[config.mk]
export PLATFORM = sky130hd
export DESIGN_NAME = shared_page_refcount_table
export DESIGN_NICKNAME = d
export VERILOG_FILES = /design/src/hw/rtl/spr_pkg.sv /design/src/hw/rtl/spr_cell.sv /design/src/hw/rtl/shared_page_refcount_table.sv
export SDC_FILE = /design/constraint.sdc
export NUM_CORES = 2
export LEC_CHECK = 0
export BUFFER_PORTS_ARGS = -buffer_cell sky130_fd_sc_hd__buf_2
export CORE_MARGIN = 5
export CORE_UTILIZATION = 30
export CTS_BUF_LIST = sky130_fd_sc_hd__clkbuf_16
export DETAILED_ROUTE_END_ITERATION = 8
export PLACE_DENSITY_LB_ADDON = 0.2
export SYNTH_ARGS = -nofsm -noshare
export SYNTH_HDL_FRONTEND = slang
export SYNTH_SLANG_ARGS = --single-unit
export TNS_END_PERCENT = 1
[constraint.sdc]
create_clock -name clock -period 10.7 [get_ports clock]
set_input_delay 2.14 -clock clock [delete_from_list [all_inputs] [get_ports clock]]
set_output_delay 2.14 -clock clock [all_outputs]
set_load 0.02 [all_outputs]
[src/hw/rtl/spr_pkg.sv]
`default_nettype none
// ----------------------------------------------------------------------------
// spr_pkg
// Shared types, codes and defaults for the shared page reference-count table.
// ----------------------------------------------------------------------------
package spr_pkg;

   localparam int ENTRIES_DEFAULT   = 8;
   localparam int PAGE_BITS_DEFAULT = 44;
   localparam int REF_BITS_DEFAULT  = 16;

   localparam int ID_BITS     = 32;
   localparam int MODE_BITS   = 2;
   localparam int STATUS_BITS = 3;

   localparam logic [MODE_BITS-1:0] MODE_OPEN  = 2'd0;
   localparam logic [MODE_BITS-1:0] MODE_CLOSE = 2'd1;
   localparam logic [MODE_BITS-1:0] MODE_QUERY = 2'd2;

   localparam logic [STATUS_BITS-1:0] STATUS_OK         = 3'd0;
   localparam logic [STATUS_BITS-1:0] STATUS_NOT_FOUND  = 3'd1;
   localparam logic [STATUS_BITS-1:0] STATUS_FULL       = 3'd2;
   localparam logic [STATUS_BITS-1:0] STATUS_ALLOC_FAIL = 3'd3;
   localparam logic [STATUS_BITS-1:0] STATUS_OVERFLOW   = 3'd4;

   // Update applied to one entry when a request leaves the end of the row.
   localparam logic [1:0] CMT_INC  = 2'd0;
   localparam logic [1:0] CMT_DEC  = 2'd1;
   localparam logic [1:0] CMT_NEW  = 2'd2;
   localparam logic [1:0] CMT_FREE = 2'd3;

   // Control bits of a request walking down the row of cells.
   typedef struct packed {
      logic                 valid;
      logic [MODE_BITS-1:0] mode;
      logic                 hit;
      logic                 free_ok;
      logic                 shared;
   } pkt_type;

   typedef struct packed {
      logic       en;
      logic [1:0] op;
   } cmt_type;

endpackage
`default_nettype wire

[src/hw/rtl/spr_cell.sv]
`default_nettype none
// ----------------------------------------------------------------------------
// spr_cell
// One table entry plus one stage of the search row; compares the passing
// request against its entry and applies the commit addressed to it.
// ----------------------------------------------------------------------------
module spr_cell #(
   parameter int IDX_BITS  = 3,
   parameter int MY_IDX    = 0,
   parameter int PAGE_BITS = spr_pkg::PAGE_BITS_DEFAULT,
   parameter int REF_BITS  = spr_pkg::REF_BITS_DEFAULT
) (
   input  wire                           clock,
   input  wire                           reset,
   input  spr_pkg::pkt_type              ctl_i,
   input  wire  [spr_pkg::ID_BITS-1:0]   id_i,
   input  wire  [PAGE_BITS-1:0]          fresh_i,
   input  wire  [PAGE_BITS-1:0]          qpage_i,
   input  wire  [IDX_BITS-1:0]           hit_idx_i,
   input  wire  [REF_BITS-1:0]           hit_refs_i,
   input  wire  [PAGE_BITS-1:0]          hit_page_i,
   input  wire  [IDX_BITS-1:0]           free_idx_i,
   output spr_pkg::pkt_type              ctl_o,
   output logic [spr_pkg::ID_BITS-1:0]   id_o,
   output logic [PAGE_BITS-1:0]          fresh_o,
   output logic [PAGE_BITS-1:0]          qpage_o,
   output logic [IDX_BITS-1:0]           hit_idx_o,
   output logic [REF_BITS-1:0]           hit_refs_o,
   output logic [PAGE_BITS-1:0]          hit_page_o,
   output logic [IDX_BITS-1:0]           free_idx_o,
   input  spr_pkg::cmt_type              cmt_i,
   input  wire  [IDX_BITS-1:0]           cmt_idx_i,
   input  wire  [spr_pkg::ID_BITS-1:0]   cmt_id_i,
   input  wire  [PAGE_BITS-1:0]          cmt_page_i
);

   localparam logic [IDX_BITS-1:0] ME = IDX_BITS'(MY_IDX);

   logic                        valid_ff, valid_in;
   logic [spr_pkg::ID_BITS-1:0] eid_ff, eid_in;
   logic [PAGE_BITS-1:0]        epage_ff, epage_in;
   logic [REF_BITS-1:0]         erefs_ff, erefs_in;

   spr_pkg::pkt_type            ctl_ff, ctl_in;
   logic [spr_pkg::ID_BITS-1:0] id_ff;
   logic [PAGE_BITS-1:0]        fresh_ff, qpage_ff, hit_page_ff, hit_page_in;
   logic [IDX_BITS-1:0]         hit_idx_ff, hit_idx_in, free_idx_ff, free_idx_in;
   logic [REF_BITS-1:0]         hit_refs_ff, hit_refs_in;

   logic id_match, take_hit, take_free, mine;

   assign id_match  = valid_ff && (eid_ff == id_i);
   assign take_hit  = !ctl_i.hit && id_match;
   assign take_free = !ctl_i.free_ok && !valid_ff;
   assign mine      = cmt_i.en && (cmt_idx_i == ME);

   always_comb begin
      ctl_in         = ctl_i;
      ctl_in.hit     = ctl_i.hit || id_match;
      ctl_in.free_ok = ctl_i.free_ok || !valid_ff;
      ctl_in.shared  = ctl_i.shared || (valid_ff && (epage_ff == qpage_i));
      hit_idx_in     = take_hit ? ME : hit_idx_i;
      hit_refs_in    = take_hit ? erefs_ff : hit_refs_i;
      hit_page_in    = take_hit ? epage_ff : hit_page_i;
      free_idx_in    = take_free ? ME : free_idx_i;
   end

   always_comb begin
      valid_in = valid_ff;
      eid_in   = eid_ff;
      epage_in = epage_ff;
      erefs_in = erefs_ff;
      if (mine) begin
         case (cmt_i.op)
            spr_pkg::CMT_INC: begin
               erefs_in = erefs_ff + REF_BITS'(1);
            end
            spr_pkg::CMT_DEC: begin
               erefs_in = erefs_ff - REF_BITS'(1);
            end
            spr_pkg::CMT_NEW: begin
               valid_in = 1'b1;
               eid_in   = cmt_id_i;
               epage_in = cmt_page_i;
               erefs_in = REF_BITS'(1);
            end
            spr_pkg::CMT_FREE: begin
               valid_in = 1'b0;
               erefs_in = '0;
            end
            default: begin
               valid_in = valid_ff;
            end
         endcase
      end
   end

   always_ff @(posedge clock) begin
      if (reset) begin
         valid_ff <= 1'b0;
         ctl_ff   <= '0;
      end else begin
         valid_ff <= valid_in;
         ctl_ff   <= ctl_in;
      end
   end

   always_ff @(posedge clock) begin
      eid_ff         <= eid_in;
      epage_ff       <= epage_in;
      erefs_ff       <= erefs_in;
      id_ff          <= id_i;
      fresh_ff       <= fresh_i;
      qpage_ff       <= qpage_i;
      hit_idx_ff     <= hit_idx_in;
      hit_refs_ff    <= hit_refs_in;
      hit_page_ff    <= hit_page_in;
      free_idx_ff    <= free_idx_in;
   end

   assign ctl_o      = ctl_ff;
   assign id_o       = id_ff;
   assign fresh_o    = fresh_ff;
   assign qpage_o    = qpage_ff;
   assign hit_idx_o  = hit_idx_ff;
   assign hit_refs_o = hit_refs_ff;
   assign hit_page_o = hit_page_ff;
   assign free_idx_o = free_idx_ff;

endmodule
`default_nettype wire

[src/hw/rtl/shared_page_refcount_table.sv]
`default_nettype none
// ----------------------------------------------------------------------------
// shared_page_refcount_table
// Table of shared pages with reference counts: open, close and query by a
// request that walks a row of entry cells, then one commit to the chosen entry.
// ----------------------------------------------------------------------------
//   channel | dir | handshake            | contents
//   req_    | in  | req_tvalid/tready    | tuser: mode; tdata: id, fresh, query
//   rsp_    | out | rsp_tvalid/tready    | tuser: status; tdata: result fields
//
// A request moves one cell per cycle down the row, and the update lands as it
// leaves the last cell. One request is in the row at a time; req_tready drops
// while it is there. A single result waiting on rsp_ does not block the next
// request; a second result parks in a skid register and holds req_tready low
// until it moves up. Reset clears all entry marks.
// ----------------------------------------------------------------------------
module shared_page_refcount_table #(
   parameter int ENTRIES   = spr_pkg::ENTRIES_DEFAULT,
   parameter int PAGE_BITS = spr_pkg::PAGE_BITS_DEFAULT,
   parameter int REF_BITS  = spr_pkg::REF_BITS_DEFAULT,
   localparam int REQ_W       = spr_pkg::ID_BITS + 2 * PAGE_BITS,
   localparam int REQ_TDATA_W = ((REQ_W + 7) / 8) * 8,
   localparam int RES_W       = 2 * PAGE_BITS + 2,
   localparam int RSP_TDATA_W = ((RES_W + 7) / 8) * 8
) (
   input  wire                              clock,
   input  wire                              reset,
   input  wire                              req_tvalid,
   output logic                             req_tready,
   // tdata, low bit up: id, fresh_page, query_page, zero pad
   input  wire  [REQ_TDATA_W-1:0]           req_tdata,
   // tuser: mode
   input  wire  [spr_pkg::MODE_BITS-1:0]    req_tuser,
   output logic                             rsp_tvalid,
   input  wire                              rsp_tready,
   // tdata, low bit up: page, took_fresh, freed_page, is_shared, zero pad
   output logic [RSP_TDATA_W-1:0]           rsp_tdata,
   // tuser: status
   output logic [spr_pkg::STATUS_BITS-1:0]  rsp_tuser
);

   localparam int IDX_BITS = (ENTRIES > 1) ? $clog2(ENTRIES) : 1;
   localparam int IDB      = spr_pkg::ID_BITS;

   spr_pkg::pkt_type    ctl   [0:ENTRIES];
   logic [IDB-1:0]      id    [0:ENTRIES];
   logic [PAGE_BITS-1:0] fresh [0:ENTRIES];
   logic [PAGE_BITS-1:0] qpage [0:ENTRIES];
   logic [IDX_BITS-1:0] hidx  [0:ENTRIES];
   logic [REF_BITS-1:0] hrefs [0:ENTRIES];
   logic [PAGE_BITS-1:0] hpage [0:ENTRIES];
   logic [IDX_BITS-1:0] fidx  [0:ENTRIES];

   spr_pkg::cmt_type    cmt;
   logic [IDX_BITS-1:0] cmt_idx;

   logic req_fire, done, out_pop;
   logic busy_ff, busy_in;

   logic                            out_valid_ff, out_valid_in;
   logic                            skid_valid_ff, skid_valid_in;
   logic [RES_W-1:0]                out_word_ff, out_word_in, skid_word_ff, skid_word_in;
   logic [spr_pkg::STATUS_BITS-1:0] out_stat_ff, out_stat_in, skid_stat_ff, skid_stat_in;

   assign req_tready = !busy_ff && !skid_valid_ff;
   assign req_fire   = req_tvalid && req_tready;

   always_comb begin
      ctl[0].valid   = req_fire;
      ctl[0].mode    = req_tuser;
      ctl[0].hit     = 1'b0;
      ctl[0].free_ok = 1'b0;
      ctl[0].shared  = 1'b0;
      id[0]          = req_tdata[IDB-1:0];
      fresh[0]       = req_tdata[IDB +: PAGE_BITS];
      qpage[0]       = req_tdata[IDB + PAGE_BITS +: PAGE_BITS];
      hidx[0]        = '0;
      hrefs[0]       = '0;
      hpage[0]       = '0;
      fidx[0]        = '0;
   end

   for (genvar g = 0; g < ENTRIES; g++) begin : g_cell
      spr_cell #(
         .IDX_BITS  (IDX_BITS),
         .MY_IDX    (g),
         .PAGE_BITS (PAGE_BITS),
         .REF_BITS  (REF_BITS)
      ) u_cell (
         .clock      (clock),
         .reset      (reset),
         .ctl_i      (ctl[g]),
         .id_i       (id[g]),
         .fresh_i    (fresh[g]),
         .qpage_i    (qpage[g]),
         .hit_idx_i  (hidx[g]),
         .hit_refs_i (hrefs[g]),
         .hit_page_i (hpage[g]),
         .free_idx_i (fidx[g]),
         .ctl_o      (ctl[g+1]),
         .id_o       (id[g+1]),
         .fresh_o    (fresh[g+1]),
         .qpage_o    (qpage[g+1]),
         .hit_idx_o  (hidx[g+1]),
         .hit_refs_o (hrefs[g+1]),
         .hit_page_o (hpage[g+1]),
         .free_idx_o (fidx[g+1]),
         .cmt_i      (cmt),
         .cmt_idx_i  (cmt_idx),
         .cmt_id_i   (id[ENTRIES]),
         .cmt_page_i (fresh[ENTRIES])
      );
   end

   // Decide the outcome once the request has seen every entry.
   logic [spr_pkg::STATUS_BITS-1:0] r_status;
   logic [PAGE_BITS-1:0]            r_page, r_freed;
   logic                            r_took, r_shared;
   logic [RES_W-1:0]                r_word;

   assign done = ctl[ENTRIES].valid;

   always_comb begin
      r_status = spr_pkg::STATUS_OK;
      r_page   = '0;
      r_freed  = '0;
      r_took   = 1'b0;
      r_shared = 1'b0;
      cmt.en   = 1'b0;
      cmt.op   = spr_pkg::CMT_INC;
      cmt_idx  = hidx[ENTRIES];
      case (ctl[ENTRIES].mode)
         spr_pkg::MODE_OPEN: begin
            if (ctl[ENTRIES].hit) begin
               if (&hrefs[ENTRIES]) begin
                  r_status = spr_pkg::STATUS_OVERFLOW;
               end else begin
                  cmt.en = done;
                  r_page = hpage[ENTRIES];
               end
            end else if (!ctl[ENTRIES].free_ok) begin
               r_status = spr_pkg::STATUS_FULL;
            end else if (fresh[ENTRIES] == '0) begin
               r_status = spr_pkg::STATUS_ALLOC_FAIL;
            end else begin
               cmt.en  = done;
               cmt.op  = spr_pkg::CMT_NEW;
               cmt_idx = fidx[ENTRIES];
               r_page  = fresh[ENTRIES];
               r_took  = 1'b1;
            end
         end
         spr_pkg::MODE_CLOSE: begin
            if (!ctl[ENTRIES].hit) begin
               r_status = spr_pkg::STATUS_NOT_FOUND;
            end else if (hrefs[ENTRIES] <= REF_BITS'(1)) begin
               cmt.en  = done;
               cmt.op  = spr_pkg::CMT_FREE;
               r_freed = hpage[ENTRIES];
            end else begin
               cmt.en = done;
               cmt.op = spr_pkg::CMT_DEC;
            end
         end
         spr_pkg::MODE_QUERY: begin
            r_shared = ctl[ENTRIES].shared;
         end
         default: begin
            r_status = spr_pkg::STATUS_OK;
         end
      endcase
   end

   assign r_word = {r_shared, r_freed, r_took, r_page};

   // Output register with one skid entry behind it.
   assign out_pop = out_valid_ff && rsp_tready;

   always_comb begin
      busy_in       = busy_ff;
      out_valid_in  = out_valid_ff;
      skid_valid_in = skid_valid_ff;
      out_word_in   = out_word_ff;
      out_stat_in   = out_stat_ff;
      skid_word_in  = skid_word_ff;
      skid_stat_in  = skid_stat_ff;
      if (req_fire) begin
         busy_in = 1'b1;
      end
      if (done) begin
         busy_in = 1'b0;
      end
      if (out_pop || !out_valid_ff) begin
         if (skid_valid_ff) begin
            out_valid_in  = 1'b1;
            out_word_in   = skid_word_ff;
            out_stat_in   = skid_stat_ff;
            skid_valid_in = 1'b0;
         end else begin
            out_valid_in = done;
            out_word_in  = r_word;
            out_stat_in  = r_status;
         end
      end else if (done) begin
         skid_valid_in = 1'b1;
         skid_word_in  = r_word;
         skid_stat_in  = r_status;
      end
   end

   always_ff @(posedge clock) begin
      if (reset) begin
         busy_ff       <= 1'b0;
         out_valid_ff  <= 1'b0;
         skid_valid_ff <= 1'b0;
      end else begin
         busy_ff       <= busy_in;
         out_valid_ff  <= out_valid_in;
         skid_valid_ff <= skid_valid_in;
      end
   end

   always_ff @(posedge clock) begin
      out_word_ff  <= out_word_in;
      out_stat_ff  <= out_stat_in;
      skid_word_ff <= skid_word_in;
      skid_stat_ff <= skid_stat_in;
   end

   assign rsp_tvalid = out_valid_ff;
   assign rsp_tdata  = RSP_TDATA_W'(out_word_ff);
   assign rsp_tuser  = out_stat_ff;

endmodule
`default_nettype wire

==> results.tsv <==
metric	value	unit
global route overflow	0	
crit path capture type	register	
CTS clock-pin slew for the worst setup and hold paths	60	ps
Netlist cell types	68	
gpl congestion	0.818	
R2R setup slack	4570	ps
CTS Buffer Depth	3	
ys flop type	dfxtp_1	
Post-synth EDFFs	922	
# Post-CTS Setup Buffers	0	
CTS resizes	0	
Sum Neg Setup Slack	0	ps
slowest CP cell	clkinv_2	
layout cells sized above 1	0.201	
Reg2Reg Capture Point	g_cell[2].u_cell.erefs_ff[15]$_DFFE_PP_	
part of the power in the clock network	0.451	
WHS	274	ps
vias in the first global route	40043	
Area Growth Syn to Fin	17.4	%
DR DRC count	0	
FF-to-FF path depth	18	
multi-input combinational cell area	20000	µm²
Hold WC Path Type	register to register	
Critical Path AT	6720	ps
post-synthesis sequential area ratio	0.735	
via count	39849	
all-layer global routing usage	0.150	
final WL	209	mm
total CTS buffers	241	
switching part of the total	0.215	
final std cells w/o fill	9125	
Final setup viols	0	
Syn Inst Count	5051	
crit path time final	6130	ps
YS warnings	0	
peak supply drop	150	µV
initial antenna violation count	47	
wire per inst	22.9	µm
CP Launch Type	register	
latest clock arrival within the worst-skew pair	890	ps
period utilization	0.573	
dpl cells	8647	
Vias/cell	4.37	
Initial Utilization	0.301	
Max Used Layer	met5	
static leakage	34.9	nW
hpwl dp	148	mm
top cell type's share of synthesized area	0.381	
first-pass GRT wire length	295	mm
CTS tree	done	
Hold Path End	g_cell[1].u_cell.fresh_o[14]$_DFF_P_	
DIE WIDTH	521	µm
DR pass1 iterations	5	
r2r startpoint	g_cell[7].u_cell.fresh_o[17]$_DFF_P_	
WL met1	104	mm
fill cell count	24673	
io pins	227	
outcome	complete, no violations	
RSZ-0062 raised after global routing	no	
CP Max Fanout	70	
Sw Pwr	4.00	mW
CP delay by family, top	simple AND/OR/NAND/NOR gates	
Max Freq	163	MHz
number of synthesized register bits	2411	
Critical Path RT	11290	ps
cell area after synthesis	78200	µm²
Int Pwr	14.6	mW
Final Hold Vio Count	0	
CTS Sinks	2411	
CTS Hold Bufs	0	
FFs w/ async S/R, synth	0	
Min-Delay Path Depth	0	
nets@finish	5734	
register area	57500	µm²
top cells by area, synth	dfxtp_1 38%, edfxtp_1 35%, mux2_2 6.3%, xnor2_1 4.5%, xor2_1 2.7%	
root buffer cell	clkbuf_16	
skew final	68.2	ps
area leader, netlist	dfxtp_1	
Least-Margin Pin Slew	1210	ps
# rows	187	
Die ar.	271000	µm²
kind of critical path	register to register	
Crit path largest cell delay	720	ps
WL met2	85.4	mm
DR iter-0 viols	2917	
Max-Cap Viols	0	
Seq pwr share	0.531	
I/O Buffers	220	
Power Dens Cells	202	nW/µm²
crit path cell chain	buf_4 -> nor4_1 -> nand4_1 -> nor2_1 -> a211oi_4 -> nor2_2 -> nand2_1 -> clkinv_2 -> buf_12 -> ha_1 -> a21o_1 -> a21o_1 -> a2111oi_0 -> or3_1 -> a31oi_1 -> o32ai_1 -> xnor2_1 -> nor2_1	
CP bufs+invs	3	
Slew Limit Headroom	0.196	
core area	259000	µm²
syn avg cell area	15.5	µm²
combinational share of power	0.018	
met3 wire length	12.6	mm
Chip Height	521	µm
largest net degree at the start of global routing	97	
Worst Hold Launch	g_cell[0].u_cell.fresh_o[14]$_DFF_P_	
Max Slew Vio Count	0	
Detail Route Antenna Nets	0	
H-tree depth	4	
-- cells in the mapped netlist (52+ instances only) --
master,count
inv_1,79
nor2b_1,52
nand2_1,59
nor3_1,55
ha_1,112
dfxtp_1,1489
and2_1,116
nor4_1,86
mux2_1,78
nand4_1,102
edfxtp_1,922
nor2_1,192
xor2_1,245
a21oi_1,86
o21ai_0,75
mux2_2,435
xnor2_1,403
-- layout make-up --
type                    instances  share of cell area
well taps                    3402              0.0464
multi-input cells            2464               0.218
repair buffers                291              0.0180
clock inverters               211              0.0193
flip-flops and latches       2411               0.626
clock buffers                 250              0.0681
diodes                         17            0.000463
inverters                      79             0.00337
-- registers in the layout, summed over array words and instances, names as in the netlist, 90 cells and up --
| register | count |
|---|---|
| g_cell.u_cell.qpage_o | 308 |
| g_cell.u_cell.hit_refs_o | 128 |
| g_cell.u_cell.epage_ff | 352 |
| g_cell.u_cell.erefs_ff | 128 |
| g_cell.u_cell.id_o | 256 |
| out_word_ff | 90 |
| g_cell.u_cell.fresh_o | 352 |
| skid_word_ff | 90 |
| g_cell.u_cell.eid_ff | 256 |
| g_cell.u_cell.hit_page_o | 352 |
-- kinds of logic (layout without fill, tap and decap cells) --
| family | after synthesis | after routing | share of synthesized area |
|---|---|---|---|
| compound gates | 373 | 373 | 0.0329 |
| xor+xnor | 648 | 648 | 0.0725 |
| fa+ha+maj | 120 | 120 | 0.0200 |
| buf+inv | 181 | 831 | 0.0103 |
| flops | 2411 | 2411 | 0.735 |
| mux | 515 | 515 | 0.0741 |
| other cells | 1 | 23 | 0.0000479 |
| simple gates | 802 | 802 | 0.0552 |
-- worst register-to-register path, delay by kind of cell (launching register included) --
| family | cells | cell delay, ps |
|---|---|---|
| AOI/OAI and AO/OA | 6 | 1620 |
| adders and majority gates | 1 | 380 |
| xor gates and xnor gates | 1 | 170 |
| DFF | 1 | 290 |
| and+or+nand+nor | 7 | 2040 |
| buffers and inverters | 3 | 1340 |
-- power by group through the flow --
stage	sequential (mW)	combinational, mW	clock [mW]
finish	9.85	0.336	8.38
global route	9.87	0.356	9.00
CTS	9.85	0.345	8.61
detailed placement	10.1	0.343	0
global placement	10.0	0.342	0
floorplan	10.0	0.144	0
-- worst max path at each step --
stage | to | slack [ps] | start | depth (start not counted)
2_1_floorplan | skid_stat_ff[0]$_DFFE_PP_ | 1660 | rsp_tready | 2
3_3_place_gp | g_cell[2].u_cell.erefs_ff[15]$_DFFE_PP_ | 4470 | g_cell[7].u_cell.fresh_o[17]$_DFF_P_ | 18
3_5_place_dp | g_cell[2].u_cell.erefs_ff[15]$_DFFE_PP_ | 4530 | g_cell[7].u_cell.fresh_o[17]$_DFF_P_ | 18
4_1_cts | g_cell[2].u_cell.erefs_ff[15]$_DFFE_PP_ | 4510 | g_cell[7].u_cell.fresh_o[17]$_DFF_P_ | 18
5_1_grt | g_cell[4].u_cell.erefs_ff[15]$_DFFE_PP_ | 4180 | g_cell[7].u_cell.fresh_o[27]$_DFF_P_ | 17
6_report | g_cell[2].u_cell.erefs_ff[15]$_DFFE_PP_ | 4570 | g_cell[7].u_cell.fresh_o[17]$_DFF_P_ | 18
-- layout by cell type, fill, tap and decap left out, types with 86 or more instances in the layout --
| cell | count |
|---|---|
| xor2_1 | 245 |
| dfxtp_1 | 1489 |
| inv_1 | 116 |
| xnor2_1 | 403 |
| and2_1 | 116 |
| a21oi_1 | 86 |
| edfxtp_1 | 922 |
| nor2_1 | 184 |
| buf_2 | 219 |
| ha_1 | 112 |
| clkbuf_16 | 250 |
| mux2_2 | 435 |
| nand4_1 | 102 |
-- metrics by stage --
stage	worst slack (ps)	total power, mW	area [µm²]	utilization
6_report	4570	18.6	91800	0.354
5_1_grt	4180	19.2	91800	0.354
4_1_cts	4510	18.8	91800	0.354
3_5_place_dp	4530	10.4	83700	0.323
3_3_place_gp	4470	10.4	83700	0.323
2_1_floorplan	1660	10.1	78200	-
-- routing by layer --
layer	GRT usage	up-vias
li1	-	18936
met1	0.227	19534
met2	0.213	1042
met3	0.0318	313
met4	0.0450	24
met5	0	-
Power figures use the tool's default switching activity.
